## src/hw/rtl/pbld_pkg.sv

```systemverilog
// Shared types and constants of the page buffer LRU directory.
package pbld_pkg;

  localparam int TABLE_W = 8;
  localparam int PAGE_W  = 32;
  localparam int FRAME_W = 4;
  localparam int COUNT_W = 5;

  localparam logic CMD_LOOKUP = 1'b0;
  localparam logic CMD_CLOSE  = 1'b1;

  typedef enum logic [1:0] {
    OP_NONE,
    OP_HIT,
    OP_FILL,
    OP_RELEASE
  } cell_op_e;

  typedef enum logic [1:0] {
    STK_HOLD,
    STK_PUSH,
    STK_POP
  } stack_op_e;

  typedef enum logic [1:0] {
    ST_IDLE,
    ST_LOOKUP,
    ST_CLOSE,
    ST_REPLY
  } fsm_state_e;

  typedef struct packed {
    cell_op_e             op;
    logic [TABLE_W-1:0]   table_ident;
    logic [PAGE_W-1:0]    page_number;
  } cell_cmd_t;

endpackage

```

## src/hw/rtl/pbld_stack_cell.sv

```systemverilog
// One entry of the free frame stack, shifting toward its neighbors on push and pop.
module pbld_stack_cell import pbld_pkg::*; #(
  parameter int IW = 4
) (
  input  logic          clk_i,
  input  stack_op_e     op_i,
  input  logic [IW-1:0] above_i,
  input  logic [IW-1:0] below_i,
  output logic [IW-1:0] entry_o
);

  logic [IW-1:0] entry_q;

  always_ff @(posedge clk_i) begin
    case (op_i)
      STK_PUSH: entry_q <= above_i;
      STK_POP:  entry_q <= below_i;
      default:  entry_q <= entry_q;
    endcase
  end

  assign entry_o = entry_q;

endmodule

```

## src/hw/rtl/pbld_frame_cell.sv

```systemverilog
// One directory frame: tag, valid bit and recency rank, updated by broadcast commands.
module pbld_frame_cell import pbld_pkg::*; #(
  parameter int IW       = 4,
  parameter int CELL_IDX = 0
) (
  input  logic               clk_i,
  input  logic               rst_ni,
  input  logic               probe_i,
  input  logic [TABLE_W-1:0] probe_table_i,
  input  logic [PAGE_W-1:0]  probe_page_i,
  input  logic [IW-1:0]      lru_rank_i,
  input  cell_cmd_t          cmd_i,
  input  logic [IW-1:0]      sel_frame_i,
  input  logic [IW-1:0]      ref_rank_i,
  output logic               match_o,
  output logic               lru_o,
  output logic               cand_o,
  output logic [IW-1:0]      rank_o,
  output logic [TABLE_W-1:0] table_o,
  output logic [PAGE_W-1:0]  page_o
);

  logic               valid_q, valid_d;
  logic [IW-1:0]      rank_q, rank_d;
  logic [TABLE_W-1:0] table_q;
  logic [PAGE_W-1:0]  page_q;
  logic               match_q, lru_q;
  logic               self;

  assign self   = (sel_frame_i == IW'(CELL_IDX));
  // this frame is the one at the swept rank and belongs to the closing table
  assign cand_o = valid_q && (rank_q == ref_rank_i) && (table_q == cmd_i.table_ident);

  always_comb begin
    valid_d = valid_q;
    rank_d  = rank_q;
    case (cmd_i.op)
      OP_HIT: begin
        if (self) begin
          rank_d = '0;
        end else if (valid_q && (rank_q < ref_rank_i)) begin
          rank_d = rank_q + IW'(1);
        end
      end
      OP_FILL: begin
        if (self) begin
          valid_d = 1'b1;
          rank_d  = '0;
        end else if (valid_q) begin
          rank_d = rank_q + IW'(1);
        end
      end
      OP_RELEASE: begin
        if (cand_o) begin
          valid_d = 1'b0;
          rank_d  = '0;
        end else if (valid_q && (rank_q > ref_rank_i)) begin
          rank_d = rank_q - IW'(1);
        end
      end
      default: begin
        valid_d = valid_q;
      end
    endcase
  end

  always_ff @(posedge clk_i or negedge rst_ni) begin
    if (!rst_ni) begin
      valid_q <= 1'b0;
      rank_q  <= '0;
      match_q <= 1'b0;
      lru_q   <= 1'b0;
    end else begin
      valid_q <= valid_d;
      rank_q  <= rank_d;
      if (probe_i) begin
        match_q <= valid_q && (table_q == probe_table_i) && (page_q == probe_page_i);
        lru_q   <= valid_q && (rank_q == lru_rank_i);
      end
    end
  end

  always_ff @(posedge clk_i) begin
    if ((cmd_i.op == OP_FILL) && self) begin
      table_q <= cmd_i.table_ident;
      page_q  <= cmd_i.page_number;
    end
  end

  assign match_o = match_q;
  assign lru_o   = lru_q;
  assign rank_o  = rank_q;
  assign table_o = table_q;
  assign page_o  = page_q;

endmodule

```

## src/hw/rtl/page_buffer_lru_directory_top.sv

```systemverilog
// Page buffer LRU directory: a row of frame cells, a shifting free stack and a sequencer.
//
// Input channel (in_valid_i/in_ready_o) takes one word: a command, a table
// and a page number. A lookup reports hit or miss, the frame now holding the
// page, and the tag of the least recently used frame if it had to be evicted.
// A close frees every frame of the table, oldest first, and reports the count.
// Output channel (out_valid_o/out_ready_i) returns one word per input word.
// A lookup first registers the tag compare in every frame cell as it is
// accepted; then, once the output register is free, it updates ranks, tags
// and the free stack and loads the output register. A close sweeps the
// recency ranks from oldest to newest, one rank per cycle. The input is
// taken only while the sequencer is idle; a finished word waits in the
// output register, and while the receiver stalls with a word still held,
// the next result waits in its last step until the register frees up.
// Reset empties the directory: no valid frames, empty free stack, frames are
// handed out from index 0 upward.
module page_buffer_lru_directory_top import pbld_pkg::*; #(
  parameter int SLOTS = 16
) (
  input  logic               clk_i,
  input  logic               rst_ni,
  input  logic               in_valid_i,
  output logic               in_ready_o,
  input  logic               in_command_i,
  input  logic [TABLE_W-1:0] in_table_ident_i,
  input  logic [PAGE_W-1:0]  in_page_number_i,
  output logic               out_valid_o,
  input  logic               out_ready_i,
  output logic               out_hit_o,
  output logic [FRAME_W-1:0] out_frame_o,
  output logic               out_evicted_o,
  output logic [TABLE_W-1:0] out_victim_table_o,
  output logic [PAGE_W-1:0]  out_victim_page_o,
  output logic [COUNT_W-1:0] out_freed_count_o
);

  localparam int IW = $clog2(SLOTS);
  localparam int CW = $clog2(SLOTS + 1);

  fsm_state_e         state_q, state_d;
  logic [TABLE_W-1:0] req_table_q, req_table_d;
  logic [PAGE_W-1:0]  req_page_q, req_page_d;
  logic [IW-1:0]      rank_ptr_q, rank_ptr_d;
  logic [CW-1:0]      freed_q, freed_d;
  logic [CW-1:0]      count_q, count_d;
  logic [CW-1:0]      depth_q, depth_d;
  logic [CW-1:0]      next_unused_q, next_unused_d;
  logic [CW-1:0]      count_m1;

  logic               out_valid_q, out_valid_d;
  logic               out_hit_q, out_hit_d;
  logic [FRAME_W-1:0] out_frame_q, out_frame_d;
  logic               out_evicted_q, out_evicted_d;
  logic [TABLE_W-1:0] out_vt_q, out_vt_d;
  logic [PAGE_W-1:0]  out_vp_q, out_vp_d;
  logic [COUNT_W-1:0] out_freed_q, out_freed_d;
  logic               out_load, out_free;

  logic               probe;
  cell_cmd_t          cmd;
  logic [IW-1:0]      sel_frame, ref_rank;
  stack_op_e          stk_op;

  logic [SLOTS-1:0]   match, lru, cand;
  logic [IW-1:0]      rank   [SLOTS];
  logic [TABLE_W-1:0] ftable [SLOTS];
  logic [PAGE_W-1:0]  fpage  [SLOTS];
  logic [IW-1:0]      stk    [SLOTS];

  logic               hit, full, any_cand;
  logic [IW-1:0]      hit_idx, hit_rank, lru_idx, cand_idx, alloc_idx;
  logic [TABLE_W-1:0] lru_table;
  logic [PAGE_W-1:0]  lru_page;
  logic [IW+FRAME_W-1:0] frame_ext;
  logic [CW+COUNT_W-1:0] freed_ext;

  assign count_m1 = count_q - CW'(1);

  // frame cells
  for (genvar g = 0; g < SLOTS; g++) begin : g_frame
    pbld_frame_cell #(
      .IW       (IW),
      .CELL_IDX (g)
    ) u_cell (
      .clk_i         (clk_i),
      .rst_ni        (rst_ni),
      .probe_i       (probe),
      .probe_table_i (in_table_ident_i),
      .probe_page_i  (in_page_number_i),
      .lru_rank_i    (count_m1[IW-1:0]),
      .cmd_i         (cmd),
      .sel_frame_i   (sel_frame),
      .ref_rank_i    (ref_rank),
      .match_o       (match[g]),
      .lru_o         (lru[g]),
      .cand_o        (cand[g]),
      .rank_o        (rank[g]),
      .table_o       (ftable[g]),
      .page_o        (fpage[g])
    );
  end

  // free stack, top of stack at entry 0
  for (genvar g = 0; g < SLOTS; g++) begin : g_stack
    logic [IW-1:0] above, below;
    if (g == 0) begin : g_top
      assign above = cand_idx;
    end else begin : g_mid
      assign above = stk[g-1];
    end
    if (g == SLOTS - 1) begin : g_last
      assign below = stk[g];
    end else begin : g_inner
      assign below = stk[g+1];
    end
    pbld_stack_cell #(
      .IW (IW)
    ) u_entry (
      .clk_i   (clk_i),
      .op_i    (stk_op),
      .above_i (above),
      .below_i (below),
      .entry_o (stk[g])
    );
  end

  // one-hot selects from the cells; at most one cell raises each of them
  always_comb begin
    hit_idx   = '0;
    hit_rank  = '0;
    lru_idx   = '0;
    cand_idx  = '0;
    lru_table = '0;
    lru_page  = '0;
    for (int i = 0; i < SLOTS; i++) begin
      if (match[i]) begin
        hit_idx  = hit_idx | IW'(i);
        hit_rank = hit_rank | rank[i];
      end
      if (lru[i]) begin
        lru_idx   = lru_idx | IW'(i);
        lru_table = lru_table | ftable[i];
        lru_page  = lru_page | fpage[i];
      end
      if (cand[i]) begin
        cand_idx = cand_idx | IW'(i);
      end
    end
  end

  assign hit      = |match;
  assign any_cand = |cand;
  assign full     = (count_q == CW'(SLOTS));
  assign out_free = !out_valid_q || out_ready_i;

  always_comb begin
    if (full) begin
      alloc_idx = lru_idx;
    end else if (depth_q != '0) begin
      alloc_idx = stk[0];
    end else begin
      alloc_idx = next_unused_q[IW-1:0];
    end
  end

  assign frame_ext = {{FRAME_W{1'b0}}, sel_frame};
  assign freed_ext = {{COUNT_W{1'b0}}, freed_q};

  always_comb begin
    state_d         = state_q;
    req_table_d     = req_table_q;
    req_page_d      = req_page_q;
    rank_ptr_d      = rank_ptr_q;
    freed_d         = freed_q;
    count_d         = count_q;
    depth_d         = depth_q;
    next_unused_d   = next_unused_q;
    in_ready_o      = (state_q == ST_IDLE);
    probe           = in_valid_i && (state_q == ST_IDLE);
    cmd.op          = OP_NONE;
    cmd.table_ident = req_table_q;
    cmd.page_number = req_page_q;
    sel_frame       = hit ? hit_idx : alloc_idx;
    ref_rank        = rank_ptr_q;
    stk_op          = STK_HOLD;
    out_load        = 1'b0;
    out_hit_d       = 1'b0;
    out_frame_d     = '0;
    out_evicted_d   = 1'b0;
    out_vt_d        = '0;
    out_vp_d        = '0;
    out_freed_d     = '0;

    case (state_q)
      ST_IDLE: begin
        if (probe) begin
          req_table_d = in_table_ident_i;
          req_page_d  = in_page_number_i;
          freed_d     = '0;
          if (in_command_i == CMD_CLOSE) begin
            if (count_q == '0) begin
              state_d = ST_REPLY;
            end else begin
              rank_ptr_d = count_m1[IW-1:0];
              state_d    = ST_CLOSE;
            end
          end else begin
            state_d = ST_LOOKUP;
          end
        end
      end
      ST_LOOKUP: begin
        ref_rank = hit_rank;
        if (out_free) begin
          cmd.op      = hit ? OP_HIT : OP_FILL;
          out_load    = 1'b1;
          out_hit_d   = hit;
          out_frame_d = frame_ext[FRAME_W-1:0];
          if (!hit) begin
            if (full) begin
              // evicted frame is freed and reused at once: allocator unchanged
              out_evicted_d = 1'b1;
              out_vt_d      = lru_table;
              out_vp_d      = lru_page;
            end else begin
              count_d = count_q + CW'(1);
              if (depth_q != '0) begin
                stk_op  = STK_POP;
                depth_d = depth_q - CW'(1);
              end else begin
                next_unused_d = next_unused_q + CW'(1);
              end
            end
          end
          state_d = ST_IDLE;
        end
      end
      ST_CLOSE: begin
        // release the frame at the swept rank if it belongs to the table
        if (any_cand) begin
          cmd.op  = OP_RELEASE;
          count_d = count_q - CW'(1);
          freed_d = freed_q + CW'(1);
          if (depth_q < CW'(SLOTS)) begin
            stk_op  = STK_PUSH;
            depth_d = depth_q + CW'(1);
          end
        end
        if (rank_ptr_q == '0) begin
          state_d = ST_REPLY;
        end else begin
          rank_ptr_d = rank_ptr_q - IW'(1);
        end
      end
      ST_REPLY: begin
        if (out_free) begin
          out_load    = 1'b1;
          out_freed_d = freed_ext[COUNT_W-1:0];
          state_d     = ST_IDLE;
        end
      end
      default: begin
        state_d = ST_IDLE;
      end
    endcase
  end

  always_comb begin
    if (out_load) begin
      out_valid_d = 1'b1;
    end else if (out_ready_i) begin
      out_valid_d = 1'b0;
    end else begin
      out_valid_d = out_valid_q;
    end
  end

  always_ff @(posedge clk_i or negedge rst_ni) begin
    if (!rst_ni) begin
      state_q       <= ST_IDLE;
      rank_ptr_q    <= '0;
      freed_q       <= '0;
      count_q       <= '0;
      depth_q       <= '0;
      next_unused_q <= '0;
      out_valid_q   <= 1'b0;
    end else begin
      state_q       <= state_d;
      rank_ptr_q    <= rank_ptr_d;
      freed_q       <= freed_d;
      count_q       <= count_d;
      depth_q       <= depth_d;
      next_unused_q <= next_unused_d;
      out_valid_q   <= out_valid_d;
    end
  end

  always_ff @(posedge clk_i) begin
    req_table_q <= req_table_d;
    req_page_q  <= req_page_d;
    if (out_load) begin
      out_hit_q     <= out_hit_d;
      out_frame_q   <= out_frame_d;
      out_evicted_q <= out_evicted_d;
      out_vt_q      <= out_vt_d;
      out_vp_q      <= out_vp_d;
      out_freed_q   <= out_freed_d;
    end
  end

  assign out_valid_o        = out_valid_q;
  assign out_hit_o          = out_hit_q;
  assign out_frame_o        = out_frame_q;
  assign out_evicted_o      = out_evicted_q;
  assign out_victim_table_o = out_vt_q;
  assign out_victim_page_o  = out_vp_q;
  assign out_freed_count_o  = out_freed_q;

endmodule

```

## config.mk

```make
export PLATFORM = sky130hd
export DESIGN_NAME = page_buffer_lru_directory_top
export DESIGN_NICKNAME = d
export VERILOG_FILES = /design/src/hw/rtl/pbld_pkg.sv /design/src/hw/rtl/pbld_stack_cell.sv /design/src/hw/rtl/pbld_frame_cell.sv /design/src/hw/rtl/page_buffer_lru_directory_top.sv
export SDC_FILE = /design/constraint.sdc
export NUM_CORES = 2
export LEC_CHECK = 0
export BUFFER_PORTS_ARGS = -buffer_cell sky130_fd_sc_hd__buf_4
export CORE_AREA = 5 5 319 321
export DETAILED_ROUTE_END_ITERATION = 12
export DIE_AREA = 0 0 324 326
export HOLD_SLACK_MARGIN = 0.05
export PLACE_DENSITY = 0.7
export SLEW_MARGIN = 20
export SYNTH_ARGS = -nofsm -noshare
export SYNTH_HDL_FRONTEND = slang
export SYNTH_SLANG_ARGS = --single-unit
```

## constraint.sdc

```tcl
create_clock -name clk_i -period 6 [get_ports clk_i]
set_input_delay 0.9 -clock clk_i [delete_from_list [all_inputs] [get_ports clk_i]]
set_output_delay 0.9 -clock clk_i [all_outputs]
set_load 0.01 [all_outputs]
```

==> summary.md <==
| Metric | Value |
|---|---|
| Main area contributors after synthesis | edfxtp_1 49%, xnor2_1 8.9%, dfrtp_1 7.1%, xor2_1 6.3%, ha_1 2.8% |
| Via-to-Cell Ratio | 7.08 |
| Total of flip-flops plus latches after synthesis | between 900 and 1k |
| Setup repair after global routing missed its margin | no |
| Total wire length after detailed routing | about 220000 um |
| Number of post-CTS setup repair buffers | 0 |
| Sequential power share | 0.397 |
| Final critical delay including setup and external delays | approximately 5700 ps |
| Number of violations reported at the end of detailed-routing iteration 0 | 7201 |
| Highest ir drop seen on vdd | between 0.3 and 0.4 mV |
| Critical setup path kind | reg -> reg |
| Yosys warning total | 0 |
| Placer congestion estimate | about 1.1 |
| Post-layout net count | 4117 |
| Post-detailed-route wirelength per cell | ~42 um |
| Die H | between 300 and 400 um |
| Area growth from synthesis to layout | 12.9% |
| Power per cell area | 438 mW/mm^2 |
| Comb power frac | 0.327 |
| Initial standard-cell utilization of the core | 0.493 |
| Critical path peak fanout | 17 |
| WP data required | between 6000 and 7000 ps |
| Setup ws final | 329 ps |
| Synthesized cell area | roughly 0.05 sq mm |
| Final global-route overflow total | 0 |
| DIE AREA | 0.106 sq mm |
| Proportion of layout cells with a drive suffix above 1 | 0.130 |
| Global-route usage over all layers | 0.416 |
| Number of global-route vias before repair | between 30k and 40k |
| Outcome | finished, final reports clean |
| Quantity of hold-fixing buffers added after cts | 0 |
| Worst slew margin | 0.0523 |
| Worst Max-Slew Pin Slew | around 1400 ps |
| Clock tree from TritonCTS | built |
| Dpl ws | between 400 and 500 ps |
| Post-Synthesis Net Count | 4040 |
| Number of gates resized after cts | 0 |
| Clk Latency, worst-skew pair | ~740 ps |
| Drc violations | 0 |
| Root buffer cell | clkbuf_16 |
| Final slew viol count | 0 |
| Worst hold path type | in -> async |
| Post-synthesis cell type count | 83 |
| Total of endpoints with negative setup slack in the final report | 0 |
| DRT antenna net count | 0 |
| Max-cap violations | 0 |
| Avg Cell Area, Syn | 12.6 sq um |
| Total I/O pin count | slightly below 100 |
| Critical path endpoint category | flop |
| Final critical-path share of the clock period | 0.945 |
| EDFF count, synth | 795 |
| Library cell occupying the most area in the post-synthesis netlist | edfxtp_1 |
| Drt pass-1 iters | 8 |
| Number of antenna violations at the first check in global routing | 9 |
| Overall power after layout | around 24000 uW |
| Yosys top cell area share | 0.489 |
| Clock H-tree levels | 3 |
| Buffer levels on the longest clock path | 3 |
| Layout Skew | roughly 40 ps |
| Share of total power consumed by net switching | 0.383 |
| Prevailing post-synth register cell | edfxtp_1 |
| Horizontal die dimension | between 300 and 400 um |
| Maximum number of pins on one net before global-route repair | 96 |
| Cell Rows | 116 |
| Count of input and output buffers | a little under 100 |
| Internal power summed over all cells | approximately 15000 uW |
| Number of endpoints with negative hold slack in the final report | 0 |
| Clock-pin slew of the registers on the worst-case setup and hold paths | approximately 60 ps |
| Wire length of the first global-routing pass | 301000 um |
| Post-synth top cells | 795 x edfxtp_1, 497 x xnor2_1, 350 x xor2_1 |
| Maximum operating frequency | 176 MHz |
| Clock group share of total power | 0.276 |
| Switching power summed over all nets | 9250 uW |
| Inserted Clock Buffers | 102 |
| Dominant cell by count in the synthesized netlist | edfxtp_1 |
| CP arrival | 6100 ps |
| # clock sinks | a little over 900 |
| Number of instances in the synthesized netlist | between 3k and 4k |
| Area of the core | 0.0990 sq mm |
| Vias after detailed routing | between 30k and 40k |
| Fillers | 8209 |
| Proportion of register bits with asynchronous set or reset after synthesis | 0.148 |
| Half-perimeter wire length after placement | ~160000 um |
| Sequential cell area fraction in the yosys report | 0.560 |
| Kind of launch point of the worst setup path | flop |
| Leak pwr | 0.0184 uW |
[placed cells by master, fill, tap and decap left out, types with 58 or more instances in the layout]
master	Yosys	final
edfxtp_1	795	795
xnor2_1	497	496
xor2_1	350	349
buf_4	3	208
nand4_1	145	145
a221oi_1	142	142
nor4_1	135	132
a22o_1	131	131
dfrtp_1	138	122
ha_1	111	110
o21ai_0	113	109
nand2_1	107	105
clkbuf_16	0	103
a22oi_1	101	101
nor2_1	100	89
nand3_1	76	76
a21oi_1	72	72
nor3_1	64	64
inv_1	61	59
mux2_2	58	58
[final cells by class]
cell class,count,area [sq um],area share
inverter,62,234,0.00424
timing repair buffer,234,2070,0.0376
tap,1298,1620,0.0295
multi-input combinational,2627,20300,0.369
clock inverter,68,797,0.0145
clock buffer,122,2680,0.0486
sequential,933,27400,0.497
antenna,9,22.5,0.000409
[layer usage]
metal / vias to the layer above / track usage / wire length [um]
met1: 18657 / 0.521 / 77800
li1: 15095 / - / -
met2: 3319 / 0.614 / 96100
met3: 829 / 0.105 / 27000
met4: 2 / 0.326 / 23400
met5: - / 0 / 12
[sequential cells by signal, indices dropped and copies added, names as in the netlist, 5 cells and up]
name                     count
count_q                      5
depth_q                      5
freed_q                      5
g_frame.u_cell.lru_o        16
g_frame.u_cell.match_o      16
g_frame.u_cell.page_o      512
g_frame.u_cell.rank_o       64
g_frame.u_cell.table_o     128
g_frame.u_cell.valid_q      16
g_stack.u_entry.entry_o     64
out_freed_count_o            5
out_victim_page_o           32
out_victim_table_o           8
req_page_q                  32
req_table_q                  8
[cell families (layout without fill, tap and decap cells)]
kind of cell             count (synthesis)  in the layout  share of synthesized area
AO/OA/AOI/OAI                          764            764                      0.118
XOR/XNOR                               847            847                      0.152
adder cells (fa/ha/maj)                112            112                     0.0289
buffers and inverters                  323            486                     0.0276
flip-flops                             933            933                      0.560
multiplexers                            76             76                     0.0171
other                                    0              9                          0
AND/OR/NAND/NOR                        828            828                     0.0963
[power groups by stage]
stage / registers, uW / clock network, uW / logic [uW]
finish: 9570 / 6670 / 7900
global route: 9610 / 6960 / 8360
CTS: 9510 / 6680 / 7710
floorplan: 8910 / 0 / 4930
global placement: 9620 / 0 / 7620
detailed placement: 9630 / 0 / 7660
[metrics by stage]
step           instance area [sq um]  hold slack, ps  setup TNS, ps  instances   util
2_1_floorplan                  48800             420        -142080       3883      -
3_3_place_gp                   51600             442              0       5154  0.521
3_5_place_dp                   51600             432              0       5154  0.521
4_1_cts                        55100             112              0       5344  0.557
5_1_grt                        55100             117              0       5344  0.557
6_report                       55100             101              0       5353  0.557
[worst max-delay path, stage by stage, from the launching register on]
cell,delay (ps)
dfrtp_1,480
a22o_1,280
a221oi_1,420
and3_1,240
nand4_1,90
o21ai_1,540
buf_4,340
ha_1,270
nand4_1,160
nor4_1,60
and4_1,380
nor4_1,440
a41oi_1,200
or2_2,350
buf_4,240
nor2b_4,570
buf_12,270
[path summary, 6_finish.rpt]
path                                                start                             end  slack [ps]  depth (start not counted)
min                                                rst_ni                      depth_q[2]         100                          1
max in group asynchronous                          rst_ni         g_frame[9].u_cell.lru_o        4830                          2
max reg2reg                    g_frame[10].u_cell.match_o   g_frame[13].u_cell.page_o[14]         330                         16
max                            g_frame[10].u_cell.match_o   g_frame[13].u_cell.page_o[14]         330                         16
min in group clk_i         g_stack[14].u_entry.entry_o[3]  g_stack[15].u_entry.entry_o[3]         470                          0
min reg2reg                g_stack[14].u_entry.entry_o[3]  g_stack[15].u_entry.entry_o[3]         470                          0
Note: power is estimated with default switching activity, not from simulation.
